**src/rtl/lhc_pkg.sv**
```systemverilog
// Package: shared types, widths and codes for the LRU handle cache with pinning.
`default_nettype none

package lhc_pkg;

  localparam int NUM_OBJECTS_DEF = 64;
  localparam int PIN_BITS_DEF    = 8;

  localparam int REQ_W     = 2;
  localparam int ID_W      = 6;
  localparam int OUTC_W    = 3;
  localparam int PIN_OUT_W = 8;
  localparam int CNT_W     = 7;
  localparam int CAP_W     = 7;

  localparam logic [CAP_W-1:0] CAP_RESET = 7'd64;

  localparam logic [REQ_W-1:0] REQ_ACQUIRE = 2'd0;
  localparam logic [REQ_W-1:0] REQ_RELEASE = 2'd1;
  localparam logic [REQ_W-1:0] REQ_DROP    = 2'd2;

  localparam logic [OUTC_W-1:0] OUT_EVICTED  = 3'd0;
  localparam logic [OUTC_W-1:0] OUT_HIT      = 3'd1;
  localparam logic [OUTC_W-1:0] OUT_OPENED   = 3'd2;
  localparam logic [OUTC_W-1:0] OUT_RELEASED = 3'd3;
  localparam logic [OUTC_W-1:0] OUT_DROPPED  = 3'd4;
  localparam logic [OUTC_W-1:0] OUT_ERROR    = 3'd5;

  typedef struct packed {
    logic [REQ_W-1:0] req_type;
    logic [ID_W-1:0]  object_id;
  } lhc_in_t;

  typedef struct packed {
    logic [OUTC_W-1:0]    outcome;
    logic [ID_W-1:0]      result_id;
    logic [PIN_OUT_W-1:0] pin_count;
    logic [CNT_W-1:0]     open_count;
    logic                 last;
  } lhc_out_t;

endpackage

`default_nettype wire

```
**src/rtl/lhc_ram.sv**
```systemverilog
// Generic single-write, single-read RAM with registered read data.
`default_nettype none

module lhc_ram #(
  parameter int WIDTH = 8,
  parameter int DEPTH = 64
) (
  input  logic                     clk,
  input  logic                     we,
  input  logic [$clog2(DEPTH)-1:0] waddr,
  input  logic [WIDTH-1:0]         wdata,
  input  logic [$clog2(DEPTH)-1:0] raddr,
  output logic [WIDTH-1:0]         rdata
);

  logic [WIDTH-1:0] mem_r [DEPTH];
  logic [WIDTH-1:0] rdata_r;

  always_ff @(posedge clk) begin
    if (we) begin
      mem_r[waddr] <= wdata;
    end
    rdata_r <= mem_r[raddr];
  end

  assign rdata = rdata_r;

endmodule

`default_nettype wire

```
**src/rtl/lru_handle_cache_with_pinning_unit.sv**
```systemverilog
// Top level: LRU open-handle tracker with per-object pin counts.
//
// Usage:
//   A request (acquire, release or drop of one object) is taken on a clock edge
//   with start high and busy low; busy stays high while the request runs.
//   Results leave on out_data with out_strobe high for exactly one cycle; the
//   receiver cannot hold them off. The final result of a request has last set.
//   An acquire that misses at full capacity first emits one evicted result per
//   victim. capacity is written through cfg_we/cfg_data while idle.
// Flow:
//   release, drop, a hit on the newest object and errors found at decode end
//   in decode; any other hit relinks the object as newest; a miss evicts
//   while full, walking past pinned objects from the oldest, then links the
//   object as newest. With no unpinned victim the walk ends in an error.
//   One transaction at a time; the next can be accepted in the cycle the final
//   strobe is shown. The link walk reads one list node per cycle from the
//   link RAMs, which sets the eviction cost.
// Reset: all objects closed, list empty, capacity 64. The link RAMs need no
//   clearing pass; the pin RAM is masked by the open flags.
`default_nettype none

module lru_handle_cache_with_pinning_unit
  import lhc_pkg::*;
#(
  parameter int NUM_OBJECTS = NUM_OBJECTS_DEF,
  parameter int PIN_BITS    = PIN_BITS_DEF
) (
  input  logic             clk,
  input  logic             rst_n,
  input  logic             start,
  output logic             busy,
  input  lhc_in_t          in_data,
  output logic             out_strobe,
  output lhc_out_t         out_data,
  input  logic             cfg_we,
  input  logic [CAP_W-1:0] cfg_data
);

  localparam int IW    = $clog2(NUM_OBJECTS);
  localparam int PW    = $clog2(NUM_OBJECTS + 1);
  localparam int IDL_W = ID_W + 1;

  localparam logic [PW-1:0]       NIL      = PW'(NUM_OBJECTS);
  localparam logic [CAP_W-1:0]    CAP_MAX  = CAP_W'(NUM_OBJECTS);
  localparam logic [IDL_W-1:0]    ID_LIMIT = IDL_W'(NUM_OBJECTS);
  localparam logic [PIN_BITS-1:0] PIN_MAX  = {PIN_BITS{1'b1}};
  localparam logic [PIN_BITS-1:0] PIN_ONE  = PIN_BITS'(1);
  localparam logic [PW-1:0]       CNT_ONE  = PW'(1);

  localparam logic [2:0] S_IDLE  = 3'd0;
  localparam logic [2:0] S_DEC   = 3'd1;
  localparam logic [2:0] S_CHECK = 3'd2;
  localparam logic [2:0] S_WALK  = 3'd3;
  localparam logic [2:0] S_PUSH1 = 3'd4;
  localparam logic [2:0] S_PUSH2 = 3'd5;

  logic [2:0]             state_r, state_nxt;
  logic [REQ_W-1:0]       req_r;
  logic [ID_W-1:0]        id_r;
  logic                   hit_r, hit_nxt;
  logic [PIN_BITS-1:0]    pin_r, pin_nxt;
  logic [IW-1:0]          cur_r, cur_nxt;
  logic [CAP_W-1:0]       cap_r;
  logic [NUM_OBJECTS-1:0] open_r, open_nxt;
  logic [PW-1:0]          newest_r, newest_nxt;
  logic [PW-1:0]          oldest_r, oldest_nxt;
  logic [PW-1:0]          total_r, total_nxt;
  logic                   out_strobe_r;
  lhc_out_t               out_data_r;

  logic                   emit, emit_last;
  logic [OUTC_W-1:0]      emit_outcome;
  logic [ID_W-1:0]        emit_id;
  logic [PIN_BITS-1:0]    emit_pin;

  logic [IW-1:0]          raddr;
  logic                   pins_we, newer_we, older_we;
  logic [IW-1:0]          pins_waddr, newer_waddr, older_waddr;
  logic [PIN_BITS-1:0]    pins_wdata, pins_rd;
  logic [PW-1:0]          newer_wdata, older_wdata, newer_rd, older_rd;

  logic                   unlink_en;
  logic [IW-1:0]          id_idx;
  logic [PW-1:0]          id_ptr;
  logic                   id_in_range;
  logic [PIN_BITS-1:0]    pin_eff, pin_step;
  logic [CAP_W-1:0]       eff_cap;
  logic                   cap_full;

  assign id_idx      = id_r[IW-1:0];
  assign id_ptr      = PW'(id_idx);
  assign id_in_range = IDL_W'(id_r) < ID_LIMIT;
  assign pin_eff     = open_r[id_idx] ? pins_rd : '0;
  // shared pin adder: +1 on acquire, -1 on release
  assign pin_step    = pin_eff + ((req_r == REQ_RELEASE) ? PIN_MAX : PIN_ONE);

  always_comb begin
    if (cap_r == '0) begin
      eff_cap = CAP_W'(1);
    end else if (cap_r > CAP_MAX) begin
      eff_cap = CAP_MAX;
    end else begin
      eff_cap = cap_r;
    end
  end

  assign cap_full = CAP_W'(total_r) >= eff_cap;

  always_comb begin
    state_nxt    = state_r;
    hit_nxt      = hit_r;
    pin_nxt      = pin_r;
    cur_nxt      = cur_r;
    open_nxt     = open_r;
    newest_nxt   = newest_r;
    oldest_nxt   = oldest_r;
    total_nxt    = total_r;
    emit         = 1'b0;
    emit_last    = 1'b1;
    emit_outcome = OUT_ERROR;
    emit_id      = id_r;
    emit_pin     = '0;
    raddr        = id_idx;
    pins_we      = 1'b0;
    pins_waddr   = id_idx;
    pins_wdata   = pin_step;
    newer_we     = 1'b0;
    newer_waddr  = id_idx;
    newer_wdata  = NIL;
    older_we     = 1'b0;
    older_waddr  = id_idx;
    older_wdata  = newest_r;
    unlink_en    = 1'b0;

    unique case (state_r)
      S_IDLE: begin
        raddr = in_data.object_id[IW-1:0];
        if (start) begin
          state_nxt = S_DEC;
        end
      end

      S_DEC: begin
        state_nxt = S_IDLE;
        if (!id_in_range) begin
          emit = 1'b1;
        end else begin
          case (req_r)
            REQ_ACQUIRE: begin
              if (open_r[id_idx]) begin
                if (pin_eff == PIN_MAX) begin
                  emit     = 1'b1;
                  emit_pin = pin_eff;
                end else if (newest_r == id_ptr) begin
                  pins_we      = 1'b1;
                  emit         = 1'b1;
                  emit_outcome = OUT_HIT;
                  emit_pin     = pin_step;
                end else begin
                  unlink_en = 1'b1;
                  pin_nxt   = pin_step;
                  hit_nxt   = 1'b1;
                  state_nxt = S_PUSH1;
                end
              end else begin
                pin_nxt   = PIN_ONE;
                hit_nxt   = 1'b0;
                state_nxt = S_CHECK;
              end
            end
            REQ_RELEASE: begin
              emit = 1'b1;
              if (pin_eff != '0) begin
                pins_we      = 1'b1;
                emit_outcome = OUT_RELEASED;
                emit_pin     = pin_step;
              end
            end
            REQ_DROP: begin
              emit = 1'b1;
              if (pin_eff != '0) begin
                emit_pin = pin_eff;
              end else begin
                emit_outcome = OUT_DROPPED;
                if (open_r[id_idx]) begin
                  unlink_en        = 1'b1;
                  open_nxt[id_idx] = 1'b0;
                  total_nxt        = total_r - CNT_ONE;
                end
              end
            end
            default: begin
              emit     = 1'b1;
              emit_pin = pin_eff;
            end
          endcase
        end
      end

      S_CHECK: begin
        if (cap_full) begin
          raddr     = oldest_r[IW-1:0];
          cur_nxt   = oldest_r[IW-1:0];
          state_nxt = S_WALK;
        end else begin
          state_nxt = S_PUSH1;
        end
      end

      S_WALK: begin
        if (pins_rd != '0) begin
          if (newer_rd == NIL) begin
            emit      = 1'b1;
            state_nxt = S_IDLE;
          end else begin
            raddr   = newer_rd[IW-1:0];
            cur_nxt = newer_rd[IW-1:0];
          end
        end else begin
          unlink_en       = 1'b1;
          open_nxt[cur_r] = 1'b0;
          total_nxt       = total_r - CNT_ONE;
          emit            = 1'b1;
          emit_last       = 1'b0;
          emit_outcome    = OUT_EVICTED;
          emit_id         = ID_W'(cur_r);
          state_nxt       = S_CHECK;
        end
      end

      S_PUSH1: begin
        older_we   = 1'b1;
        pins_we    = 1'b1;
        pins_wdata = pin_r;
        if (newest_r != NIL) begin
          newer_we    = 1'b1;
          newer_waddr = newest_r[IW-1:0];
          newer_wdata = id_ptr;
        end else begin
          oldest_nxt = id_ptr;
        end
        newest_nxt = id_ptr;
        if (!hit_r) begin
          open_nxt[id_idx] = 1'b1;
          total_nxt        = total_r + CNT_ONE;
        end
        state_nxt = S_PUSH2;
      end

      S_PUSH2: begin
        newer_we     = 1'b1;
        emit         = 1'b1;
        emit_outcome = hit_r ? OUT_HIT : OUT_OPENED;
        emit_pin     = pin_r;
        state_nxt    = S_IDLE;
      end

      default: begin
        state_nxt = S_IDLE;
      end
    endcase

    // remove the node whose links sit in the read registers
    if (unlink_en) begin
      if (older_rd != NIL) begin
        newer_we    = 1'b1;
        newer_waddr = older_rd[IW-1:0];
        newer_wdata = newer_rd;
      end else begin
        oldest_nxt = newer_rd;
      end
      if (newer_rd != NIL) begin
        older_we    = 1'b1;
        older_waddr = newer_rd[IW-1:0];
        older_wdata = older_rd;
      end else begin
        newest_nxt = older_rd;
      end
    end
  end

  always_ff @(posedge clk) begin
    if (!rst_n) begin
      state_r      <= S_IDLE;
      open_r       <= '0;
      newest_r     <= NIL;
      oldest_r     <= NIL;
      total_r      <= '0;
      cap_r        <= CAP_RESET;
      out_strobe_r <= 1'b0;
    end else begin
      state_r      <= state_nxt;
      open_r       <= open_nxt;
      newest_r     <= newest_nxt;
      oldest_r     <= oldest_nxt;
      total_r      <= total_nxt;
      out_strobe_r <= emit;
      if (cfg_we) begin
        cap_r <= cfg_data;
      end
    end
  end

  always_ff @(posedge clk) begin
    hit_r <= hit_nxt;
    pin_r <= pin_nxt;
    cur_r <= cur_nxt;
    if (state_r == S_IDLE && start) begin
      req_r <= in_data.req_type;
      id_r  <= in_data.object_id;
    end
    if (emit) begin
      out_data_r.outcome    <= emit_outcome;
      out_data_r.result_id  <= emit_id;
      out_data_r.pin_count  <= PIN_OUT_W'(emit_pin);
      out_data_r.open_count <= CNT_W'(total_nxt);
      out_data_r.last       <= emit_last;
    end
  end

  lhc_ram #(.WIDTH(PIN_BITS), .DEPTH(NUM_OBJECTS)) u_pins (
    .clk   (clk),
    .we    (pins_we),
    .waddr (pins_waddr),
    .wdata (pins_wdata),
    .raddr (raddr),
    .rdata (pins_rd)
  );

  lhc_ram #(.WIDTH(PW), .DEPTH(NUM_OBJECTS)) u_newer (
    .clk   (clk),
    .we    (newer_we),
    .waddr (newer_waddr),
    .wdata (newer_wdata),
    .raddr (raddr),
    .rdata (newer_rd)
  );

  lhc_ram #(.WIDTH(PW), .DEPTH(NUM_OBJECTS)) u_older (
    .clk   (clk),
    .we    (older_we),
    .waddr (older_waddr),
    .wdata (older_wdata),
    .raddr (raddr),
    .rdata (older_rd)
  );

  assign busy       = (state_r != S_IDLE);
  assign out_strobe = out_strobe_r;
  assign out_data   = out_data_r;

endmodule

`default_nettype wire

```
**config.mk**
```make
export PLATFORM = sky130hd
export DESIGN_NAME = lru_handle_cache_with_pinning_unit
export DESIGN_NICKNAME = d
export VERILOG_FILES = /design/src/rtl/lhc_pkg.sv /design/src/rtl/lhc_ram.sv /design/src/rtl/lru_handle_cache_with_pinning_unit.sv
export SDC_FILE = /design/constraint.sdc
export NUM_CORES = 2
export LEC_CHECK = 0
export ABC_AREA = 1
export BUFFER_PORTS_ARGS = -buffer_cell sky130_fd_sc_hd__clkbuf_2
export CORE_ASPECT_RATIO = 0.5
export CORE_MARGIN = 2
export CORE_UTILIZATION = 30
export CTS_CLUSTER_DIAMETER = 50
export DETAILED_ROUTE_END_ITERATION = 12
export PLACE_DENSITY = 0.49
export SETUP_SLACK_MARGIN = 0.3
export SYNTH_ARGS = -nofsm -noshare
export SYNTH_HDL_FRONTEND = slang
export SYNTH_SLANG_ARGS = --single-unit
```
**constraint.sdc**
```tcl
create_clock -name clk -period 5.85 [get_ports clk]
set_input_delay 1.17 -clock clk [delete_from_list [all_inputs] [get_ports clk]]
set_output_delay 1.17 -clock clk [all_outputs]
set_load 0.02 [all_outputs]
```
# == After elaboration in Yosys (flattened, before gate mapping) ==
# Memories as Yosys holds them, arrays and structs flattened. A register that Yosys moved wholly into a read port is not among the register bits.
# Index checks and enable logic that the tools add are counted.
# W data, S select, Z words.
# totals
memories,3
reg_bits,144
ram_bits,1408
wordCells,189
inputBits,19
output_inout_bits,27
# memory_table
memory,words,width,rd,rd_clocked_by_memory_dff,wr,line_no,text
u_pins.mem_r,64,8,1,1,1,lhc_ram.sv:16,logic [WIDTH-1:0] mem_r [DEPTH];
u_newer.mem_r,64,7,1,1,1,lhc_ram.sv:16,
u_older.mem_r,64,7,1,1,1,lhc_ram.sv:16,
# op_classes
n_bitwise,5
addsub,3
reduce_logical,15
n_mux,115
n_eq_ne,25
order_cmp,6
# op_table
operator,n
$mux W64,5
$pmux W64 S3,1
$mux W7,20
$and A64 B64 Y64,2
$not A64 Y64,2
$mux W6,14
$mux W8,10
$or A64 B64 Y64,1
$mux W3,13
$mux W1,34
$pmux W8 S3,1
$ne A2 B2 Y1 const B,11
$ne A7 B7 Y1 const B,3
$pmux W7 S3,1
$pmux W3 S3,2
$pmux W6 S3,1
$pmux W8 S2,1
$reduce_bool A8 Y1,2
$pmux W3 S5,1
$lt A6 B7 Y1 const B,2
$demux W1 S6,2
$ge A6 B1 Y1 const B,2
$pmux W6 S2,1
$pmux W1 S2,5
26 further kinds,32

# == Longest topological paths before layout ==
# logic_depth
depth_word,11
ltp_mapped,27
ltp_nobuf,25

# == By module ==
# From an unflattened synthesis, not the netlist that was laid out.
# unflattened
cells_unflattened,6588
area_unflattened_um2,68645.8
# modules_own_cells
mod,seq_area_each_um2,n_inst,cells_each,area_per_inst_um2
lhc_ram at u_pins,15534.9,1,1805,21339.2
lhc_ram at u_newer,13593.0,1,1607,18591.6
lhc_ram at u_older,13593.0,1,1590,18545.3
lru_handle_cache_with_pinning_unit,3343.2,1,1586,10169.8

# == Worst setup path after synthesis ==
# Ideal clock, no wire load.
# synth_timing
path_kind,reg2reg
start,reg id_r[0] (netlist: id_idx[0])
end,"mem u_pins.mem_r[0][7], data pin"
path_buffers,4
period_less_slack_ns,5.797
arrival_time_ns,5.095
stages_incl_launch_ff,25
t_required_ns,5.148
setup_slack_ns,0.053
setup_time_ns,0.702
path_cell_list,edfxtp_1 > buf_6 > buf_6 > nand2_1 > nand2_1 > nand2_1 > nand2_1 > nand2_1 > nand2_1 > nand2_1 > nand2_1 > nor2_2 > nand2_4 > buf_2 > inv_1 > buf_2 > nor2_1 > ha_1 > nand4_1 > nand2_1 > a21oi_1 > nand2_1 > nand2_1 > nand2_1 > o21ai_0
# synth_between
elab_chain_len,5
# synth_lines
element,line_no,text
"start, declared",lru_handle_cache_with_pinning_unit.sv:59,logic [ID_W-1:0] id_r;
"start signal, assigned",lru_handle_cache_with_pinning_unit.sv:310,id_r <= in_data.object_id;
$bmux W1 S6,lru_handle_cache_with_pinning_unit.sv:93,assign pin_eff = open_r[id_idx] ? pins_rd : '0;
$mux W1 (implied by the code),lru_handle_cache_with_pinning_unit.sv:93,
$mux W8,lru_handle_cache_with_pinning_unit.sv:93,
$add A8 B8 Y8,lru_handle_cache_with_pinning_unit.sv:95,assign pin_step = pin_eff + ((req_r == REQ_RELEASE) ? PIN_MAX : PIN_ONE);
$mux W8,lru_handle_cache_with_pinning_unit.sv:135,unique case (state_r)
via pins_wdata[7],lru_handle_cache_with_pinning_unit.sv:79,"logic [PIN_BITS-1:0] pins_wdata, pins_rd;"
"end, declared",lhc_ram.sv:16,
# The timed path passes the listed nets, and every way through them passes these cells. The select of a mux whose other input is x is not followed.

# == Worst setup path in the final report ==
# layout_timing
start,reg id_r[3] (netlist: id_idx[3])
end,"mem u_newer.mem_r[55][0] (netlist name), enable pin"
# layout_between
elab_chain_len,11
word_cells_on_any_way,20
cone_classes,2 x eq/ne; 17 x mux; 1 x reduce/logical
# layout_lines
element,line_no,text
$bmux W1 S6,"lru_handle_cache_with_pinning_unit.sv:93, lru_handle_cache_with_pinning_unit.sv:150, lru_handle_cache_with_pinning_unit.sv:185",
$mux W1 (implied by the code),"lru_handle_cache_with_pinning_unit.sv:93, lru_handle_cache_with_pinning_unit.sv:150, lru_handle_cache_with_pinning_unit.sv:185",
$mux W8,lru_handle_cache_with_pinning_unit.sv:93,
$eq A8 B8 Y1,lru_handle_cache_with_pinning_unit.sv:151,if (pin_eff == PIN_MAX) begin
$mux W1,lru_handle_cache_with_pinning_unit.sv:151,
$mux W1,lru_handle_cache_with_pinning_unit.sv:150,if (open_r[id_idx]) begin
$pmux W1 S2,lru_handle_cache_with_pinning_unit.sv:148,case (req_r)
$pmux W1 S2,lru_handle_cache_with_pinning_unit.sv:135,
$mux W1,lru_handle_cache_with_pinning_unit.sv:264,if (unlink_en) begin
$mux W1,lhc_ram.sv:20,if (we) begin
$mux W1 (implied by the code),lhc_ram.sv:21,mem_r[waddr] <= wdata;
"end, declared",lhc_ram.sv:16,
# Several ways; a longest one is shown, not always the timed one. The select of a mux whose other input is x is not followed.

==> results.sh <==
export IMPL_fill_cells=24300
export IMPL_critPathBufInv=3
export IMPL_synth_edf_count=1456
export IMPL_relSlewSlack_pct=9.09
export IMPL_cts_tree="done"
export IMPL_post_cts_buffers=0
export IMPL_hold_violations=0
export IMPL_cap_violations=0
export IMPL_grt_use_total_pct=17.8
export IMPL_setup_tns_ns=0
export IMPL_synth_warnings=0
export IMPL_placed_area_um2=76800
export IMPL_seqPwrFrac_pct=43.4
export IMPL_fin_crit_sh_pct=78.5
export IMPL_switchingPower_mw=9.60
export IMPL_synth_seq_area_share_pct=63.5
export IMPL_first_global_vias=49800
export IMPL_synth_area_leaders="edfxtp_1 60%, nand3_1 8.8%, nand2_1 8.0%"
export IMPL_dieHeight_um=352
export IMPL_ys_ff_latch=1573
export IMPL_clock_sinks=1573
export IMPL_io_buffers=45
export IMPL_start_util_pct=30.2
export IMPL_htree_levels=4
export IMPL_holdWs_ns=0.504
export IMPL_ys_flop_type="edfxtp_1"
export IMPL_slew_violations=0
export IMPL_fin_crit_ns=4.59
export IMPL_max_stage_delay_ns=0.65
export IMPL_async_flop_share_pct=0
export IMPL_synth_cells=7190
export IMPL_drtAntennaViolNets=0
export IMPL_power_density_nw_per_um2=364
export IMPL_cp_start_kind="flop"
export IMPL_synth_top_cell_area_share_pct=60.2
export IMPL_hpwlAfterDp_um=132000
export IMPL_avgSynthCellArea_um2=10.1
export IMPL_p_sw_share_pct=32.1
export IMPL_core_area_um2=240000
export IMPL_synth_cell_types=55
export IMPL_internal_power_mw=20.3
export IMPL_setup_viol=0
export IMPL_nets=7154
export IMPL_cts_buffers=169
export IMPL_crit_type="reg -> reg"
export IMPL_mostFrequentLayoutCells="1552 x nand2_1, 1456 x edfxtp_1, 1275 x nand3_1, 859 x inv_1, 463 x nand3b_1"
export IMPL_skew_ns=0.0954
export IMPL_cts_path_max_buffers=4
export IMPL_arrival_ns=4.98
export IMPL_rsz0062_at_grt="no"
export IMPL_stdcell_area_um2=82100
export IMPL_critPathTopFamily="simple AND/OR/NAND/NOR gates"
export IMPL_io_pins=46
export IMPL_p_clk_share_pct=35.2
export IMPL_via_per_inst=4.97
export IMPL_place_gp_congestion=0.872
export IMPL_clk_latency_ns=0.84
export IMPL_cts_hold_buffers=0
export IMPL_leakagePower_nw=31.1
export IMPL_worst_slew_pin_slew_ns=1.36
export IMPL_grt_start_max_net_pins=151
export IMPL_post_cts_resized=0
export IMPL_status="completed"
export IMPL_fmax_ghz=0.218
export IMPL_combPwrFrac_pct=21.4
export IMPL_required_ns=6.24
export IMPL_drc_errors=0
export IMPL_path_cells="inv_2 > nor3_2 > nand2_1 > nand2_1 > nor2_2 > nand2_4 > nand3_1 > buf_4 > nand2_2 > nand2_2 > nand2_4 > nand2_2 > nand3_1 > nand2_1 > clkinv_2 > nand2_4 > nor2_1"
export IMPL_ir_drop_uv=364
export IMPL_wl_per_cell_um=21.5
export IMPL_cpMaxStageDelayCell="edfxtp_1"
export IMPL_grt_pass1_wl_um=333000
export IMPL_firstDrtPassIters=6
export IMPL_clk_pin_slew_ns=0.06
export IMPL_syn_area_um2=72600
export IMPL_routed_wl_um=225000
export IMPL_layout_commonest_cell="nand2_1"
export IMPL_critPathMaxFanout=41
export IMPL_syn_to_final_growth_pct=13.1
export IMPL_grt_ovfl_total=0
export IMPL_synth_fp_nets=7224
export IMPL_multi_input_area_um2=21500
export IMPL_hold_class="reg -> reg"
export IMPL_yosys_area_top_type="edfxtp_1"
export IMPL_drtIter0Drc=4979
export IMPL_route_vias_total=52000
export IMPL_die_area_um2=246000
export IMPL_cts_root_buf="clkbuf_16"
export IMPL_end_kind="flop"
export IMPL_layout_drive_gt1_share_pct=7.66
export IMPL_rows=127
export IMPL_seq_area_um2=46100
export IMPL_antenna_found_initial=5
export IMPL_die_width_um=700
## worst min-delay path, cell delays in order, from the launching register on
cell	delay, ns
dfxtp_1	0.32
inv_1	0.07
a211oi_1	0.06
## sequential cells by signal, indices dropped and copies added (netlist names), 2 cells and up
register       cells
u_pins.mem_r     512
u_newer.mem_r    448
u_older.mem_r    448
open_r            64
out_data          25
pin_r              8
u_pins.rdata       8
cap_r              7
newest_r           7
total_r            7
u_newer.rdata      7
u_older.rdata      7
cur_r              6
id_idx             6
oldest_r           6
state_r            3
req_r              2
## metal layers
metal | up-vias | track usage [%] | wire length (um)
li1 | 24500 | - | -
met1 | 25600 | 25.8 | 107000
met2 | 1550 | 27.8 | 98500
met3 | 333 | 2.44 | 13100
met4 | 2 | 4.95 | 6050
met5 | - | 0 | 13
## path summary, 6_finish.rpt
kind                                  from                    to  slack, ns  depth (start not counted)
worst max-delay path             id_idx[3]  u_newer.mem_r[55][0]       1.26                         17
worst min-delay path            open_r[27]            open_r[27]       0.50                          2
worst max register to register   id_idx[3]  u_newer.mem_r[55][0]       1.26                         17
worst min register to register  open_r[27]            open_r[27]       0.50                          2
## kinds of logic (layout without fill, tap and decap cells)
family | count (synthesis) | count (layout) | synth area share (%)
AND/OR/NAND/NOR | 3776 | 3776 | 24.6
AO/OA/AOI/OAI | 480 | 480 | 4.14
XOR/XNOR | 7 | 7 | 0.0845
flip-flops | 1573 | 1573 | 63.5
adder cells (fa/ha/maj) | 15 | 15 | 0.269
buffers and inverters | 1339 | 1394 | 7.40
other | 0 | 1 | 0
## stage by stage
step / cells / setup WS, ns / util [%] / total power [mW]
2_1_floorplan: 7190 / 0.336 / - / 17.1
3_3_place_gp: 10200 / 1.36 / 32.0 / 19.6
3_5_place_dp: 10200 / 1.33 / 32.0 / 19.6
4_1_cts: 10500 / 1.30 / 34.2 / 30.1
5_1_grt: 10500 / 0.960 / 34.2 / 31.1
6_report: 10500 / 1.26 / 34.2 / 29.9
## synthesized netlist by cell type (2+ instances only)
cell type and instances:
buf_2 189, nor2_1 312, o21bai_1 4, o221ai_1 3, nor2_2 11, clkinv_1 3
a22oi_1 3, nand3b_1 463, nor2_4 4, a22o_1 2, o22ai_1 15, o21ai_1 28
nor3_2 6, a31oi_1 9, ha_1 14, nand2_2 19, xor2_1 7, inv_2 23
edfxtp_1 1456, a221o_1 2, inv_1 860, dfxtp_1 117, a221oi_1 52, o21ai_0 155
nand4_1 5, a41oi_1 3, a211oi_1 41, buf_1 25, buf_4 14, nor4_1 7
nand2_4 7, a21oi_1 91, clkbuf_1 217, o31ai_1 3, nand3_1 1276, a21oi_2 3
o211ai_1 53, nand2_1 1554, buf_6 7, o21ai_2 4, nor3_1 109
## cell type report
cell class              instances  share of cell area (%)
well taps                    3225                    4.92
clock inverters                81                   0.864
repair buffers                211                    2.28
clock buffers                 215                    5.57
diodes                          1                 0.00305
multi-input cells            4278                    26.2
flip-flops and latches       1573                    56.1
inverters                     887                    4.08
## power by group through the flow
stage / Combinational, mW / Clock [mW] / Sequential [mW]
floorplan: 3.97 / 0 / 13.1
global placement: 6.41 / 0 / 13.2
detailed placement: 6.41 / 0 / 13.2
CTS: 6.42 / 10.7 / 13.0
global route: 7.01 / 11.2 / 13.0
finish: 6.40 / 10.5 / 13.0
Note: power is estimated with default switching activity, not from simulation.
